`src/rtl/mcs_pkg.sv`:
```
// Shared types and constants for the mesh configuration element scanner.
// No dependencies; every other file of the block imports this package.
package mcs_pkg;

    localparam int unsigned BYTE_W     = 8;
    localparam int unsigned BUF_LEN_W  = 16;
    localparam int unsigned OFFSET_W   = 4;
    localparam int unsigned APB_DATA_W = 32;
    localparam int unsigned APB_ADDR_W = 3;

    // reset values of the configuration registers
    localparam logic [BYTE_W-1:0] TARGET_ID_RST = 8'd113;
    localparam logic [BYTE_W-1:0] MAX_LEN_RST   = 8'd32;

    // register index, taken from address bit 2
    localparam logic REG_TARGET_ID = 1'b0;
    localparam logic REG_MAX_LEN   = 1'b1;

    // body offsets counted from the first byte after the matched length byte
    localparam logic [OFFSET_W-1:0] OFF_PATH_SEL    = 4'd0;
    localparam logic [OFFSET_W-1:0] OFF_PATH_METRIC = 4'd1;
    localparam logic [OFFSET_W-1:0] OFF_SYNC        = 4'd3;
    localparam logic [OFFSET_W-1:0] OFF_AUTH        = 4'd4;
    localparam logic [OFFSET_W-1:0] LAST_OFFSET     = 4'd10;

    typedef enum logic [1:0] {
        PH_DONE = 2'd0,
        PH_ID   = 2'd1,
        PH_LEN  = 2'd2,
        PH_BODY = 2'd3
    } t_phase;

    typedef struct packed {
        logic [BYTE_W-1:0] target_id;
        logic [BYTE_W-1:0] max_len;
    } t_cfg;

    typedef struct packed {
        logic [BYTE_W-1:0]    ie_byte;
        logic                 first_byte;
        logic                 last_byte;
        logic [BUF_LEN_W-1:0] buffer_length;
    } t_item;

    typedef struct packed {
        logic [BYTE_W-1:0] path_selection;
        logic [BYTE_W-1:0] path_metric;
        logic [BYTE_W-1:0] sync_method;
        logic [BYTE_W-1:0] auth_protocol;
        logic [BYTE_W-1:0] congestion_control;
    } t_fields;

    // handshake between the input register and the parser
    typedef struct packed {
        logic valid;
        logic advance;
    } t_stage_ctl;

endpackage

```
`src/rtl/mcs_if.sv`:
```
// Valid/ready channel interfaces for the scanner's byte input and result output.
// Depends on mcs_pkg for field widths.
interface mcs_in_if import mcs_pkg::*; ();
    logic                 valid;
    logic                 ready;
    logic [BYTE_W-1:0]    ie_byte;
    logic                 first_byte;
    logic                 last_byte;
    logic [BUF_LEN_W-1:0] buffer_length;

    modport source (output valid, ie_byte, first_byte, last_byte, buffer_length,
                    input ready);
    modport sink   (input valid, ie_byte, first_byte, last_byte, buffer_length,
                    output ready);
endinterface

interface mcs_out_if import mcs_pkg::*; ();
    logic              valid;
    logic              ready;
    logic              found;
    logic              short_element;
    logic [BYTE_W-1:0] path_selection;
    logic [BYTE_W-1:0] path_metric;
    logic [BYTE_W-1:0] sync_method;
    logic [BYTE_W-1:0] auth_protocol;
    logic [BYTE_W-1:0] congestion_control;

    modport source (output valid, found, short_element, path_selection, path_metric,
                    sync_method, auth_protocol, congestion_control,
                    input ready);
    modport sink   (input valid, found, short_element, path_selection, path_metric,
                    sync_method, auth_protocol, congestion_control,
                    output ready);
endinterface

```
`src/rtl/mesh_config_element_scanner.sv`:
```
// Top level of the mesh configuration element scanner.
// Depends on mcs_pkg, mcs_if, mcs_cfg_regs, mcs_in_stage and mcs_parser.
//
//   channel   direction  handshake             payload
//   i_in      in         valid/ready           ie_byte, first_byte, last_byte, buffer_length
//   o_out     out        valid/ready           found, short_element, five captured bytes
//   apb       in         psel/penable/pwrite   paddr, pwdata -> prdata, pready
//
// One byte item per cycle unless a held result stalls intake; a result is registered
// in the parser's result register on o_out after its byte passes the input register.
// Synchronous active-low reset clears the scan state to awaiting a first byte.
// A held result stalls intake whether or not the next byte emits; ready drops
// only while o_out is valid and not taken.
module mesh_config_element_scanner import mcs_pkg::*; (
    input  logic                  i_clk,
    input  logic                  i_rst_n,
    mcs_in_if.sink                i_in,
    mcs_out_if.source             o_out,
    input  logic                  psel,
    input  logic                  penable,
    input  logic                  pwrite,
    input  logic [APB_ADDR_W-1:0] paddr,
    input  logic [APB_DATA_W-1:0] pwdata,
    output logic [APB_DATA_W-1:0] prdata,
    output logic                  pready
);

    t_cfg       cfg;
    t_stage_ctl stage_ctl;
    t_item      item;
    logic       advance;

    mcs_cfg_regs u_cfg (
        .i_clk   (i_clk),
        .i_rst_n (i_rst_n),
        .psel    (psel),
        .penable (penable),
        .pwrite  (pwrite),
        .paddr   (paddr),
        .pwdata  (pwdata),
        .prdata  (prdata),
        .pready  (pready),
        .o_cfg   (cfg)
    );

    mcs_in_stage u_in (
        .i_clk     (i_clk),
        .i_rst_n   (i_rst_n),
        .i_in      (i_in),
        .i_advance (advance),
        .o_ctl     (stage_ctl),
        .o_item    (item)
    );

    mcs_parser u_parser (
        .i_clk     (i_clk),
        .i_rst_n   (i_rst_n),
        .i_cfg     (cfg),
        .i_ctl     (stage_ctl),
        .i_item    (item),
        .o_advance (advance),
        .o_out     (o_out)
    );

    a_ready_only_on_stall: assert property (@(posedge i_clk) disable iff (!i_rst_n)
        !i_in.ready |-> (o_out.valid && !o_out.ready))
        else $error("input stalled without a blocked result");

    a_short_implies_found: assert property (@(posedge i_clk) disable iff (!i_rst_n)
        (o_out.valid && o_out.short_element) |-> o_out.found)
        else $error("short element flagged on a not-found result");

    a_not_found_zero: assert property (@(posedge i_clk) disable iff (!i_rst_n)
        (o_out.valid && !o_out.found) |->
            (o_out.path_selection == '0 && o_out.path_metric == '0 &&
             o_out.sync_method == '0 && o_out.auth_protocol == '0 &&
             o_out.congestion_control == '0))
        else $error("not-found result carries nonzero fields");

endmodule

```
`src/rtl/mcs_cfg_regs.sv`:
```
// APB-style configuration registers: target element id and maximum length.
// Depends on mcs_pkg.
module mcs_cfg_regs import mcs_pkg::*; (
    input  logic                  i_clk,
    input  logic                  i_rst_n,
    input  logic                  psel,
    input  logic                  penable,
    input  logic                  pwrite,
    input  logic [APB_ADDR_W-1:0] paddr,
    input  logic [APB_DATA_W-1:0] pwdata,
    output logic [APB_DATA_W-1:0] prdata,
    output logic                  pready,
    output t_cfg                  o_cfg
);

    logic [BYTE_W-1:0] r_target_id;
    logic [BYTE_W-1:0] r_max_len;
    logic              wr_en;

    assign pready = 1'b1;
    assign wr_en  = psel & penable & pwrite;

    always_ff @(posedge i_clk) begin
        if (!i_rst_n) begin
            r_target_id <= TARGET_ID_RST;
            r_max_len   <= MAX_LEN_RST;
        end else if (wr_en) begin
            unique case (paddr[2])
                REG_TARGET_ID: r_target_id <= pwdata[BYTE_W-1:0];
                REG_MAX_LEN:   r_max_len   <= pwdata[BYTE_W-1:0];
                default:       ;
            endcase
        end
    end

    always_comb begin
        unique case (paddr[2])
            REG_TARGET_ID: prdata = {{(APB_DATA_W-BYTE_W){1'b0}}, r_target_id};
            REG_MAX_LEN:   prdata = {{(APB_DATA_W-BYTE_W){1'b0}}, r_max_len};
            default:       prdata = '0;
        endcase
    end

    assign o_cfg.target_id = r_target_id;
    assign o_cfg.max_len   = r_max_len;

endmodule

```
`src/rtl/mcs_in_stage.sv`:
```
// Input register of the scanner: captures one byte item per cycle from the channel while empty or advancing.
// Depends on mcs_pkg and mcs_in_if.
module mcs_in_stage import mcs_pkg::*; (
    input  logic       i_clk,
    input  logic       i_rst_n,
    mcs_in_if.sink     i_in,
    input  logic       i_advance,
    output t_stage_ctl o_ctl,
    output t_item      o_item
);

    logic  r_valid;
    t_item r_item;
    logic  accept;

    assign i_in.ready = !r_valid || i_advance;
    assign accept     = i_in.valid && i_in.ready;

    always_ff @(posedge i_clk) begin
        if (!i_rst_n) begin
            r_valid <= 1'b0;
        end else if (i_in.ready) begin
            r_valid <= i_in.valid;
        end
    end

    // payload needs no reset
    always_ff @(posedge i_clk) begin
        if (accept) begin
            r_item.ie_byte       <= i_in.ie_byte;
            r_item.first_byte    <= i_in.first_byte;
            r_item.last_byte     <= i_in.last_byte;
            r_item.buffer_length <= i_in.buffer_length;
        end
    end

    assign o_ctl.valid   = r_valid;
    assign o_ctl.advance = i_advance;
    assign o_item        = r_item;

endmodule

```
`src/rtl/mcs_parser.sv`:
```
// Element parser: per-byte state update, field capture and result register.
// Depends on mcs_pkg and mcs_out_if.
module mcs_parser import mcs_pkg::*; (
    input  logic       i_clk,
    input  logic       i_rst_n,
    input  t_cfg       i_cfg,
    input  t_stage_ctl i_ctl,
    input  t_item      i_item,
    output logic       o_advance,
    mcs_out_if.source  o_out
);

    logic [BUF_LEN_W-1:0] r_rem,    n_rem;
    t_phase               r_phase,  n_phase;
    logic                 r_capt,   n_capt;
    logic [BYTE_W-1:0]    r_cur_id, n_cur_id;
    logic [BYTE_W-1:0]    r_body,   n_body;
    logic [OFFSET_W-1:0]  r_off,    n_off;
    t_fields              r_cf,     n_cf;

    logic    r_res_valid;
    logic    r_found;
    logic    r_short;
    t_fields r_res;

    logic    proc;
    logic    emit;
    logic    e_found;
    logic    e_short;

    assign o_advance = !r_res_valid || o_out.ready;
    assign proc      = i_ctl.valid && o_advance;

    always_comb begin
        logic stop;
        logic [BYTE_W-1:0] b;
        b        = i_item.ie_byte;
        stop     = 1'b0;
        emit     = 1'b0;
        e_found  = 1'b0;
        e_short  = 1'b0;
        n_rem    = r_rem;
        n_phase  = r_phase;
        n_capt   = r_capt;
        n_cur_id = r_cur_id;
        n_body   = r_body;
        n_off    = r_off;
        n_cf     = r_cf;

        if (i_item.first_byte) begin
            n_rem    = i_item.buffer_length;
            n_phase  = PH_ID;
            n_capt   = 1'b0;
            n_cur_id = '0;
            n_body   = '0;
            n_off    = '0;
            n_cf     = '0;
        end

        if (n_phase != PH_DONE) begin
            unique case (n_phase)
                PH_ID: begin
                    n_cur_id = b;
                    n_phase  = PH_LEN;
                end
                PH_LEN: begin
                    // element must fit: length plus the length byte within the remaining bytes
                    if (({{(BUF_LEN_W-BYTE_W){1'b0}}, b} + BUF_LEN_W'(1)) > n_rem) begin
                        n_phase = PH_DONE;
                        emit    = 1'b1;
                        stop    = 1'b1;
                    end else if (n_cur_id == i_cfg.target_id && b != '0
                                 && b <= i_cfg.max_len) begin
                        n_capt  = 1'b1;
                        n_off   = '0;
                        n_cf    = '0;
                        n_phase = PH_BODY;
                    end else begin
                        n_body  = b;
                        n_phase = (b == '0) ? PH_ID : PH_BODY;
                    end
                end
                PH_BODY: begin
                    if (n_capt) begin
                        case (n_off)
                            OFF_PATH_SEL:    n_cf.path_selection     = b;
                            OFF_PATH_METRIC: n_cf.path_metric        = b;
                            OFF_SYNC:        n_cf.sync_method        = b;
                            OFF_AUTH:        n_cf.auth_protocol      = b;
                            LAST_OFFSET:     n_cf.congestion_control = b;
                            default:         ;
                        endcase
                        if (n_off >= LAST_OFFSET) begin
                            n_capt  = 1'b0;
                            n_phase = PH_DONE;
                            emit    = 1'b1;
                            e_found = 1'b1;
                            stop    = 1'b1;
                        end else begin
                            n_off = n_off + OFFSET_W'(1);
                        end
                    end else begin
                        if (n_body != '0) begin
                            n_body = n_body - BYTE_W'(1);
                        end
                        if (n_body == '0) begin
                            n_phase = PH_ID;
                        end
                    end
                end
                default: ;
            endcase

            if (!stop) begin
                if (n_rem != '0) begin
                    n_rem = n_rem - BUF_LEN_W'(1);
                end
                // buffer end: report a partial capture as short, else a not-found result
                if (i_item.last_byte || n_rem == '0) begin
                    emit    = 1'b1;
                    e_found = n_capt;
                    e_short = n_capt;
                    n_capt  = 1'b0;
                    n_phase = PH_DONE;
                end
            end
        end
    end

    always_ff @(posedge i_clk) begin
        if (!i_rst_n) begin
            r_rem       <= '0;
            r_phase     <= PH_DONE;
            r_capt      <= 1'b0;
            r_cur_id    <= '0;
            r_body      <= '0;
            r_off       <= '0;
            r_cf        <= '0;
            r_res_valid <= 1'b0;
        end else begin
            if (proc) begin
                r_rem    <= n_rem;
                r_phase  <= n_phase;
                r_capt   <= n_capt;
                r_cur_id <= n_cur_id;
                r_body   <= n_body;
                r_off    <= n_off;
                r_cf     <= n_cf;
            end
            if (o_advance) begin
                r_res_valid <= proc && emit;
            end
        end
    end

    // result payload; not-found results carry zero fields
    always_ff @(posedge i_clk) begin
        if (proc && emit) begin
            r_found <= e_found;
            r_short <= e_short;
            r_res   <= e_found ? n_cf : '0;
        end
    end

    assign o_out.valid              = r_res_valid;
    assign o_out.found              = r_found;
    assign o_out.short_element      = r_short;
    assign o_out.path_selection     = r_res.path_selection;
    assign o_out.path_metric        = r_res.path_metric;
    assign o_out.sync_method        = r_res.sync_method;
    assign o_out.auth_protocol      = r_res.auth_protocol;
    assign o_out.congestion_control = r_res.congestion_control;

endmodule
```
`src/flat_wrapper.sv`:
```
// flat-port wrapper written by rule: the top's interface ports become plain ports
module mesh_config_element_scanner_flat import mcs_pkg::*;
  (i_clk, i_rst_n, psel, penable, pwrite, paddr, pwdata, prdata, pready, i_in_valid, i_in_ie_byte, i_in_first_byte, i_in_last_byte, i_in_buffer_length, i_in_ready, o_out_valid, o_out_found, o_out_short_element, o_out_path_selection, o_out_path_metric, o_out_sync_method, o_out_auth_protocol, o_out_congestion_control, o_out_ready);
  mcs_in_if i_in_i ();
  mcs_out_if o_out_i ();
  input  logic i_clk;
  input  logic i_rst_n;
  input  logic psel;
  input  logic penable;
  input  logic pwrite;
  input  logic [APB_ADDR_W-1:0] paddr;
  input  logic [APB_DATA_W-1:0] pwdata;
  output logic [APB_DATA_W-1:0] prdata;
  output logic pready;
  input wire logic [$bits(i_in_i.valid)-1:0] i_in_valid;
  input wire logic [$bits(i_in_i.ie_byte)-1:0] i_in_ie_byte;
  input wire logic [$bits(i_in_i.first_byte)-1:0] i_in_first_byte;
  input wire logic [$bits(i_in_i.last_byte)-1:0] i_in_last_byte;
  input wire logic [$bits(i_in_i.buffer_length)-1:0] i_in_buffer_length;
  output wire logic [$bits(i_in_i.ready)-1:0] i_in_ready;
  output wire logic [$bits(o_out_i.valid)-1:0] o_out_valid;
  output wire logic [$bits(o_out_i.found)-1:0] o_out_found;
  output wire logic [$bits(o_out_i.short_element)-1:0] o_out_short_element;
  output wire logic [$bits(o_out_i.path_selection)-1:0] o_out_path_selection;
  output wire logic [$bits(o_out_i.path_metric)-1:0] o_out_path_metric;
  output wire logic [$bits(o_out_i.sync_method)-1:0] o_out_sync_method;
  output wire logic [$bits(o_out_i.auth_protocol)-1:0] o_out_auth_protocol;
  output wire logic [$bits(o_out_i.congestion_control)-1:0] o_out_congestion_control;
  input wire logic [$bits(o_out_i.ready)-1:0] o_out_ready;
  assign i_in_i.valid = i_in_valid;
  assign i_in_i.ie_byte = i_in_ie_byte;
  assign i_in_i.first_byte = i_in_first_byte;
  assign i_in_i.last_byte = i_in_last_byte;
  assign i_in_i.buffer_length = i_in_buffer_length;
  assign i_in_ready = i_in_i.ready;
  assign o_out_valid = o_out_i.valid;
  assign o_out_found = o_out_i.found;
  assign o_out_short_element = o_out_i.short_element;
  assign o_out_path_selection = o_out_i.path_selection;
  assign o_out_path_metric = o_out_i.path_metric;
  assign o_out_sync_method = o_out_i.sync_method;
  assign o_out_auth_protocol = o_out_i.auth_protocol;
  assign o_out_congestion_control = o_out_i.congestion_control;
  assign o_out_i.ready = o_out_ready;
  mesh_config_element_scanner u_core (.i_clk(i_clk), .i_rst_n(i_rst_n), .i_in(i_in_i), .o_out(o_out_i), .psel(psel), .penable(penable), .pwrite(pwrite), .paddr(paddr), .pwdata(pwdata), .prdata(prdata), .pready(pready));
endmodule
```
`config.mk`:
```
export PLATFORM = sky130hd
export DESIGN_NAME = mesh_config_element_scanner_flat
export DESIGN_NICKNAME = d
export VERILOG_FILES = /design/src/rtl/mcs_pkg.sv /design/src/rtl/mcs_if.sv /design/src/rtl/mesh_config_element_scanner.sv /design/src/rtl/mcs_cfg_regs.sv /design/src/rtl/mcs_in_stage.sv /design/src/rtl/mcs_parser.sv /design/src/flat_wrapper.sv
export SDC_FILE = /design/constraint.sdc
export NUM_CORES = 1
export LEC_CHECK = 0
export BUFFER_PORTS_ARGS = -buffer_cell sky130_fd_sc_hd__buf_2
export CORE_MARGIN = 2
export CORE_UTILIZATION = 59
export CTS_BUF_LIST = sky130_fd_sc_hd__clkbuf_2 sky130_fd_sc_hd__clkbuf_4 sky130_fd_sc_hd__clkbuf_8
export DETAILED_ROUTE_END_ITERATION = 8
export PLACE_DENSITY = 0.89
export RECOVER_POWER = 100
export SYNTH_ARGS = -nofsm -noshare
export SYNTH_HDL_FRONTEND = slang
export SYNTH_SLANG_ARGS = --single-unit
```
`constraint.sdc`:
```
create_clock -name i_clk -period 7.2 [get_ports i_clk]
set_clock_uncertainty 0.2 [all_clocks]
set_input_delay 1.44 -clock i_clk [delete_from_list [all_inputs] [get_ports i_clk]]
set_output_delay 1.44 -clock i_clk [all_outputs]
set_load 0.01 [all_outputs]
```
==> out/metrics.yaml, run 1 <==
outcome:
  status: "complete, but fails checks"
  violations: "capacitance limit, slew limit"
timing:
  setup_tns_ns: 0
  fin_crit_sh_pct: 79.1
  setup_viol: 0
  finalMaxSlewViolations: 161
  fin_ws_ns: 1.51
  slew_headroom_pct: -87.7
  fmax_mhz: 176
  hold_viol: 0
  period_minus_slack_ns: 5.69
  worstMarginPinSlew_ns: 2.82
  rsz0062_at_grt: "no"
  fin_hold_ws_ns: 0.299
yosys:
  synth-adder-area-share_pct: 3.48
  synthCells: 1023
  synth.distinct_cells: 83
  synth.ff_latch_count: 165
  synth_compound_area_share_pct: 19.7
  async_flop_share_pct: 0
  synth.area.mux_share_pct: 4.42
  yosysWarnings: 0
  synth_xor_area_share_pct: 2.44
  synth.avg_cell_area_sq_um: 9.13
  synth_top_family_by_area: "simple AND/OR/NAND/NOR gates"
  yosysTopAreaCell: "edfxtp_1"
  ys.flop_type: "dfxtp_1"
  synthTopCellsByCount: "nor2_1 (106), dfxtp_1 (97), nand2_1 (80)"
  syn_area_sq_um: 9340
  yosysMostFrequentCell: "nor2_1"
  synthTopCellsByArea: "edfxtp_1 (22%), dfxtp_1 (21%), a22oi_1 (5.9%), nor2_1 (4.3%), nor2b_1 (4.0%)"
  ys_seq_area_share_pct: 42.6
  synth-edff-count: 68
  yosysTopAreaCellShare_pct: 21.9
  synthSimpleGateAreaFrac_pct: 20.6
finish:
  antenna_cells: 0
  area_growth_pct: 7.44
  multi_input_area_sq_um: 4800
  fin_cells: 1300
  seq_area_sq_um: 3980
  finalNetCount: 1165
  n_fill_cell: 1286
  drive_gt1_share_pct: 9.78
floorplanning:
  core_sq_um: 15700
  die_area_sq_um: 16900
  die_y_um: 130
  rows: 46
  start_util_pct: 59.7
  die_x_um: 130
  io_pins: 145
cts:
  cts_hold_buf: 0
  clkLatencyLatePin_ns: 0.48
  clk_pin_slew_ns: 0.09
  clk_path_buf_depth: 2
  cts_tree: "done"
  postCtsSetupBuffers: 0
  htreeDepth: 4
  cts_root_buf: "clkbuf_8"
  cts_sinks: 165
  cts-buffers-inserted: 17
  post_cts_resized: 0
setup_path:
  crit_type: "register to register"
  critical_path_buf_inv_count: 1
  critical_path.max_fanout: 50
  worstPathCellList: "buf_4, mux2i_1, ha_1, nand3_1, nor4_1, or4_1, o21ba_1, a211o_1, o32a_1, a21oi_1"
  crit_arrival_ns: 5.64
  cp_slowest_cell: "o32a_1"
  worstPathRequired_ns: 7.14
  critical_path.top_delay_family: "compound AO/OA/AOI/OAI gates"
  cp-start-kind: "register"
  cpPeakStageDelay_ns: 1.35
  crit_path_end_kind: "register"
placed_design:
  numPortBuffers: 93
  dp_slack_ns: 2.11
  placed_cells: 1268
  place.gp.congestion: 0.933
  hpwlAfterDp_um: 14600
global_routing:
  grt_first_pass_wirelength_um: 35400
  grt_overflow_total: 0
  track_usage_pct: 26.4
  grt_start_max_net_pins: 80
  grt_pass1_vias: 7229
  antenna_found_initial: 0
power:
  ir_worst_vdd_mv: 0.189
  p_switching_w: 0.000560
  pwr-share-seq_pct: 52.2
  combPwrFrac_pct: 12.3
  p_leak_nw: 3.46
  clkPwrFrac_pct: 35.5
  p_per_area_nw_per_um2: 197
  intPower_w: 0.00142
  swShare_pct: 28.3
route:
  first_iter_violations: 693
  routedWlPerCell_um: 16.9
  viasPerCell: 6.10
  dr.pass1.iters: 6
  wirelength_um: 21900
  vias: 7930
  antenna_left: 0
  drt_drc_violations_left: 0
flow_run:
  maxCapViolations: 4
min_path:
  hold_class: "register to register"
## metrics by stage
| step | util (%) | total power, W | area (sq um) |
|---|---|---|---|
| 4_1_cts | 64.8 | 0.00199 | 10100 |
| 6_report | 64.1 | 0.00198 | 10000 |
| 3_5_place_dp | 62.1 | 0.00129 | 9720 |
| 3_3_place_gp | 62.1 | 0.00129 | 9720 |
| 5_1_grt | 64.1 | 0.00205 | 10000 |
| 2_1_floorplan | - | 0.00124 | 9430 |
## power groups by stage
stage	combinational [W]	clock [W]	sequential (W)
after floorplan	0.000200	0	0.00104
after global placement	0.000233	0	0.00105
after detailed placement	0.000241	0	0.00105
after CTS	0.000242	0.000711	0.00103
after global routing	0.000270	0.000744	0.00104
final	0.000243	0.000704	0.00103
## layout by cell type (no fill, tap or decap), types with 33 or more instances in the layout
master	synthesis	final
a22oi_1	73	73
dfxtp_1	97	97
nand2_1	80	80
a21oi_1	33	33
o21ai_0	48	51
clkbuf_1	52	55
buf_2	2	39
edfxtp_1	68	68
nor2_1	106	106
nor2b_1	59	59
## routing by layer
| layer | share of wire (%) | GRT usage (%) |
|---|---|---|
| met3 | 9.5 | 5.58 |
| met1 | 41 | 35.2 |
| met2 | 46 | 41.9 |
| met4 | 2.6 | 11.4 |
| met5 | 0 | 0 |
## tightest hold or removal path, cell delays in order, from the launching register on
cell	delay, ns
dfxtp_1	0.34
nand2_1	0.05
a21boi_0	0.06
## state kept, by name, indices dropped and copies added (netlist names), 2 cells and up
signal and count:
u_core.u_parser.o_out.congestion_control 8, u_core.u_parser.o_out.auth_protocol 8, u_core.u_parser.r_rem 16, u_core.u_parser.o_out.path_metric 8, u_core.u_cfg.r_target_id 8, u_core.u_parser.r_phase 2
u_core.u_parser.o_out.path_selection 8, u_core.u_in.o_item 26, u_core.u_parser.o_out.sync_method 8, u_core.u_parser.r_body 8, u_core.u_cfg.r_max_len 8, u_core.u_parser.r_cur_id 8
u_core.u_parser.r_cf 40, u_core.u_parser.r_off 4
## cell families after synthesis
group | Yosys count
and+or+nand+nor | 376
AOI/OAI and AO/OA | 265
DFF | 165
buffers and inverters | 126
muxes | 37
adders and majority gates | 26
xor gates and xnor gates | 26
other | 2
## final timing paths
| kind | cells past startpoint | slack, ns | startpoint | to |
|---|---|---|---|---|
| hold / removal | 2 | 0.30 | u_core.u_cfg.r_max_len[6]$_SDFFE_PN0P_ | u_core.u_cfg.r_max_len[6]$_SDFFE_PN0P_ |
| setup / recovery | 10 | 1.51 | u_core.u_in.o_item[17]$_DFFE_PP_ | u_core.u_parser.o_out.auth_protocol[7]$_SDFFCE_PN0P_ |
| hold reg to reg | 2 | 0.30 | u_core.u_cfg.r_max_len[6]$_SDFFE_PN0P_ | u_core.u_cfg.r_max_len[6]$_SDFFE_PN0P_ |
| setup reg to reg | 10 | 1.51 | u_core.u_in.o_item[17]$_DFFE_PP_ | u_core.u_parser.o_out.auth_protocol[7]$_SDFFCE_PN0P_ |
## area by class of cell
cell class                 count  share of cell area, %
sequential                   165                   39.7
timing repair buffer         100                   4.45
clock inverter                13                   1.63
clock buffer                  19                   2.54
multi-input combinational    755                   47.8
tap                          216                   2.69
inverter                      32                   1.20
Note: power is estimated with default switching activity, not from simulation.
==> run 2, diff against run 1 <==
- CORE_UTILIZATION: 59 -> 54
- PLACE_DENSITY: 0.89 -> 0.86
- clock period: 7.2 -> 4.9 ns (I/O delays scaled with it)
==> run 2 against run 1 <==
- the flow still finishes with violations (capacitance limit, slew limit)
- wire length grew 4.3%
- non-clock buffer count grew 21
- via count grew 3.0%
- critical path type unchanged
- critical endpoint unchanged
- largest power group unchanged
==> out/metrics.yaml, run 2 (same netlist as run 1, synthesis figures left out) <==
outcome:
  status: "complete, but fails checks"  # unchanged
  violations: "capacitance limit, slew limit"  # unchanged
setup_path:
  critical_path.top_delay_family: "compound AO/OA/AOI/OAI gates"  # unchanged
  crit_arrival_ns: 4.64  # was 5.64 ns
  cpPeakStageDelay_ns: 0.73  # was 1.35 ns
  cp_slowest_cell: "edfxtp_1"  # was o32a_1
  worstPathRequired_ns: 5.01  # was 7.14 ns
  worstPathCellList: "buf_4, mux2i_4, o211ai_2, or3_1, or2_1, xnor2_1, or3_1, o31a_1, o32a_4, a21oi_1"  # was buf_4, mux2i_1, ha_1, nand3_1, nor4_1, or4_1, o21ba_1, a211o_1, o32a_1, a21oi_1
  critical_path.max_fanout: 41  # was 50
  cp-start-kind: "register"  # unchanged
  cpMostUsedCell: "or3_1"
  critical_path_buf_inv_count: 1  # unchanged
  crit_path_end_kind: "register"  # unchanged
  crit_type: "register to register"  # unchanged
power:
  ir_worst_vdd_mv: 0.244  # was 0.189 mV
  finalPower_w: 0.00291  # was 0.00198 W
  p_leak_nw: 3.57  # was 3.46 nW
  p_per_area_nw_per_um2: 285  # was 197 nW/um^2
floorplanning:
  rows: 48  # was 46
  die_y_um: 136  # was 130 um
  core_sq_um: 17100  # was 15,700 sq um
  start_util_pct: 54.6  # was 59.7%
  die_area_sq_um: 18400  # was 16,900 sq um
  die_x_um: 136  # was 130 um
  io_pins: 145  # unchanged
cts:
  cts_tree: "done"  # unchanged
  cts-buffers-inserted: 17  # unchanged
  clkLatencyLatePin_ns: 0.48  # about the same
  htreeDepth: 4  # unchanged
  cts_sinks: 165  # unchanged
  post_cts_resized: 0  # unchanged
  postCtsSetupBuffers: 0  # unchanged
  clk_pin_slew_ns: 0.10  # was 0.09 ns
  cts_root_buf: "clkbuf_8"  # unchanged
  cts_hold_buf: 0  # unchanged
  clk_path_buf_depth: 2  # unchanged
finish:
  fin_cells: 1330  # was 1,300
  drive_gt1_share_pct: 11.7  # was 9.78%
  fin_util_pct: 59.8  # was 64.1%
  max_flop_register: "u_core.u_parser.r_cf"  # unchanged
  area_growth_pct: 9.57  # was 7.44%
  n_fill_cell: 1438  # was 1,286
  layout_common_cells: "nor2_1 (106), dfxtp_1 (97), nand2_1 (80), a22oi_1 (73), edfxtp_1 (68)"  # unchanged
  largest_reg_flops: 40  # unchanged
  layout.cells.most_common: "nor2_1"  # unchanged
  antenna_cells: 0  # unchanged
  finalNetCount: 1186  # was 1,165
global_routing:
  grt_first_pass_wirelength_um: 36800  # was 35,400 um
  grt_start_max_net_pins: 53  # was 80
  antenna_found_initial: 0  # unchanged
  grt_overflow_total: 0  # unchanged
  track_usage_pct: 25.1  # was 26.4%
  grt_pass1_vias: 7492  # was 7,229
route:
  viasPerCell: 6.14  # was 6.10
  drt_drc_violations_left: 0  # unchanged
  routedWlPerCell_um: 17.2  # was 16.9 um
  vias: 8169  # was 7,930
  first_iter_violations: 738  # was 693
  wirelength_um: 22900  # was 21,900 um
  antenna_left: 0  # unchanged
  dr.pass1.iters: 6  # unchanged
timing:
  slew_headroom_pct: -33.0  # was -87.7%
  period_minus_slack_ns: 4.54  # was 5.69 ns
  fmax_mhz: 220  # was 176 MHz
  worstMarginPinSlew_ns: 2.00  # was 2.82 ns
  hold_viol: 0  # unchanged
  fin_hold_ws_ns: 0.293  # was 0.299 ns
  fin_crit_sh_pct: 92.6  # was 79.1%
  finalMaxSlewViolations: 128  # was 161
  rsz0062_at_grt: "no"  # unchanged
  setup_tns_ns: 0  # unchanged
  setup_viol: 0  # unchanged
min_path:
  hold_class: "register to register"  # unchanged
placed_design:
  placed_cells: 1298  # was 1,268
  place.gp.congestion: 0.942  # was 0.933
  numPortBuffers: 93  # unchanged
  hpwlAfterDp_um: 15600  # was 14,600 um
flow_run:
  maxCapViolations: 3  # was 4
## run 2: cell type report
type	count	area, sq um	share of cell area [%]
Multi-Input combinational cell	755	4830	47.2
Sequential cell	165	3980	38.9
Timing Repair Buffer	121	608	5.94
Tap cell	225	282	2.75
Clock buffer	17	234	2.29
Clock inverter	15	183	1.78
Inverter	32	120	1.17
## run 2: metrics by stage
step | cell area [sq um] | setup slack, ns
CTS | 10300 | 0.410
finish | 10200 | 0.364
global route | 10200 | 0.0679
global placement | 9910 | 0.553
floorplan | 9450 | 0.0179
detailed placement | 9910 | 0.475
## run 2: worst min-delay path, cell delays in order (launching register included)
cell,delay (ns)
dfxtp_1,0.33
nand2_1,0.05
a21boi_0,0.06
## run 2: path summary, 6_finish.rpt
| path | cells after the start | to | start | slack, ns |
|---|---|---|---|---|
| max | 10 | u_core.u_parser.o_out.auth_protocol[7]$_SDFFCE_PN0P_ | u_core.u_in.o_item[17]$_DFFE_PP_ | 0.36 |
| min | 2 | u_core.u_cfg.r_max_len[7]$_SDFFE_PN0P_ | u_core.u_cfg.r_max_len[7]$_SDFFE_PN0P_ | 0.29 |
| max reg2reg | 10 | u_core.u_parser.o_out.auth_protocol[7]$_SDFFCE_PN0P_ | u_core.u_in.o_item[17]$_DFFE_PP_ | 0.36 |
| min reg2reg | 2 | u_core.u_cfg.r_max_len[7]$_SDFFE_PN0P_ | u_core.u_cfg.r_max_len[7]$_SDFFE_PN0P_ | 0.29 |
## run 2: routing by layer
layer  part of all wire, %  global-route usage [%]  vias up
li1                      -                       -     3814
met4                   3.0                    10.2        0
met2                    46                    39.4      464
met3                    10                    5.87       69
met5                     0                       0        -
met1                    41                    33.5     3822
## run 2: power breakdown
part	total (W)	internal, W	switching (W)
combinational	0.000389	0.000145	0.000244
sequential	0.00151	0.00146	0.0000414
clock	0.00102	0.000432	0.000587
total	0.00291	0.00204	0.000873
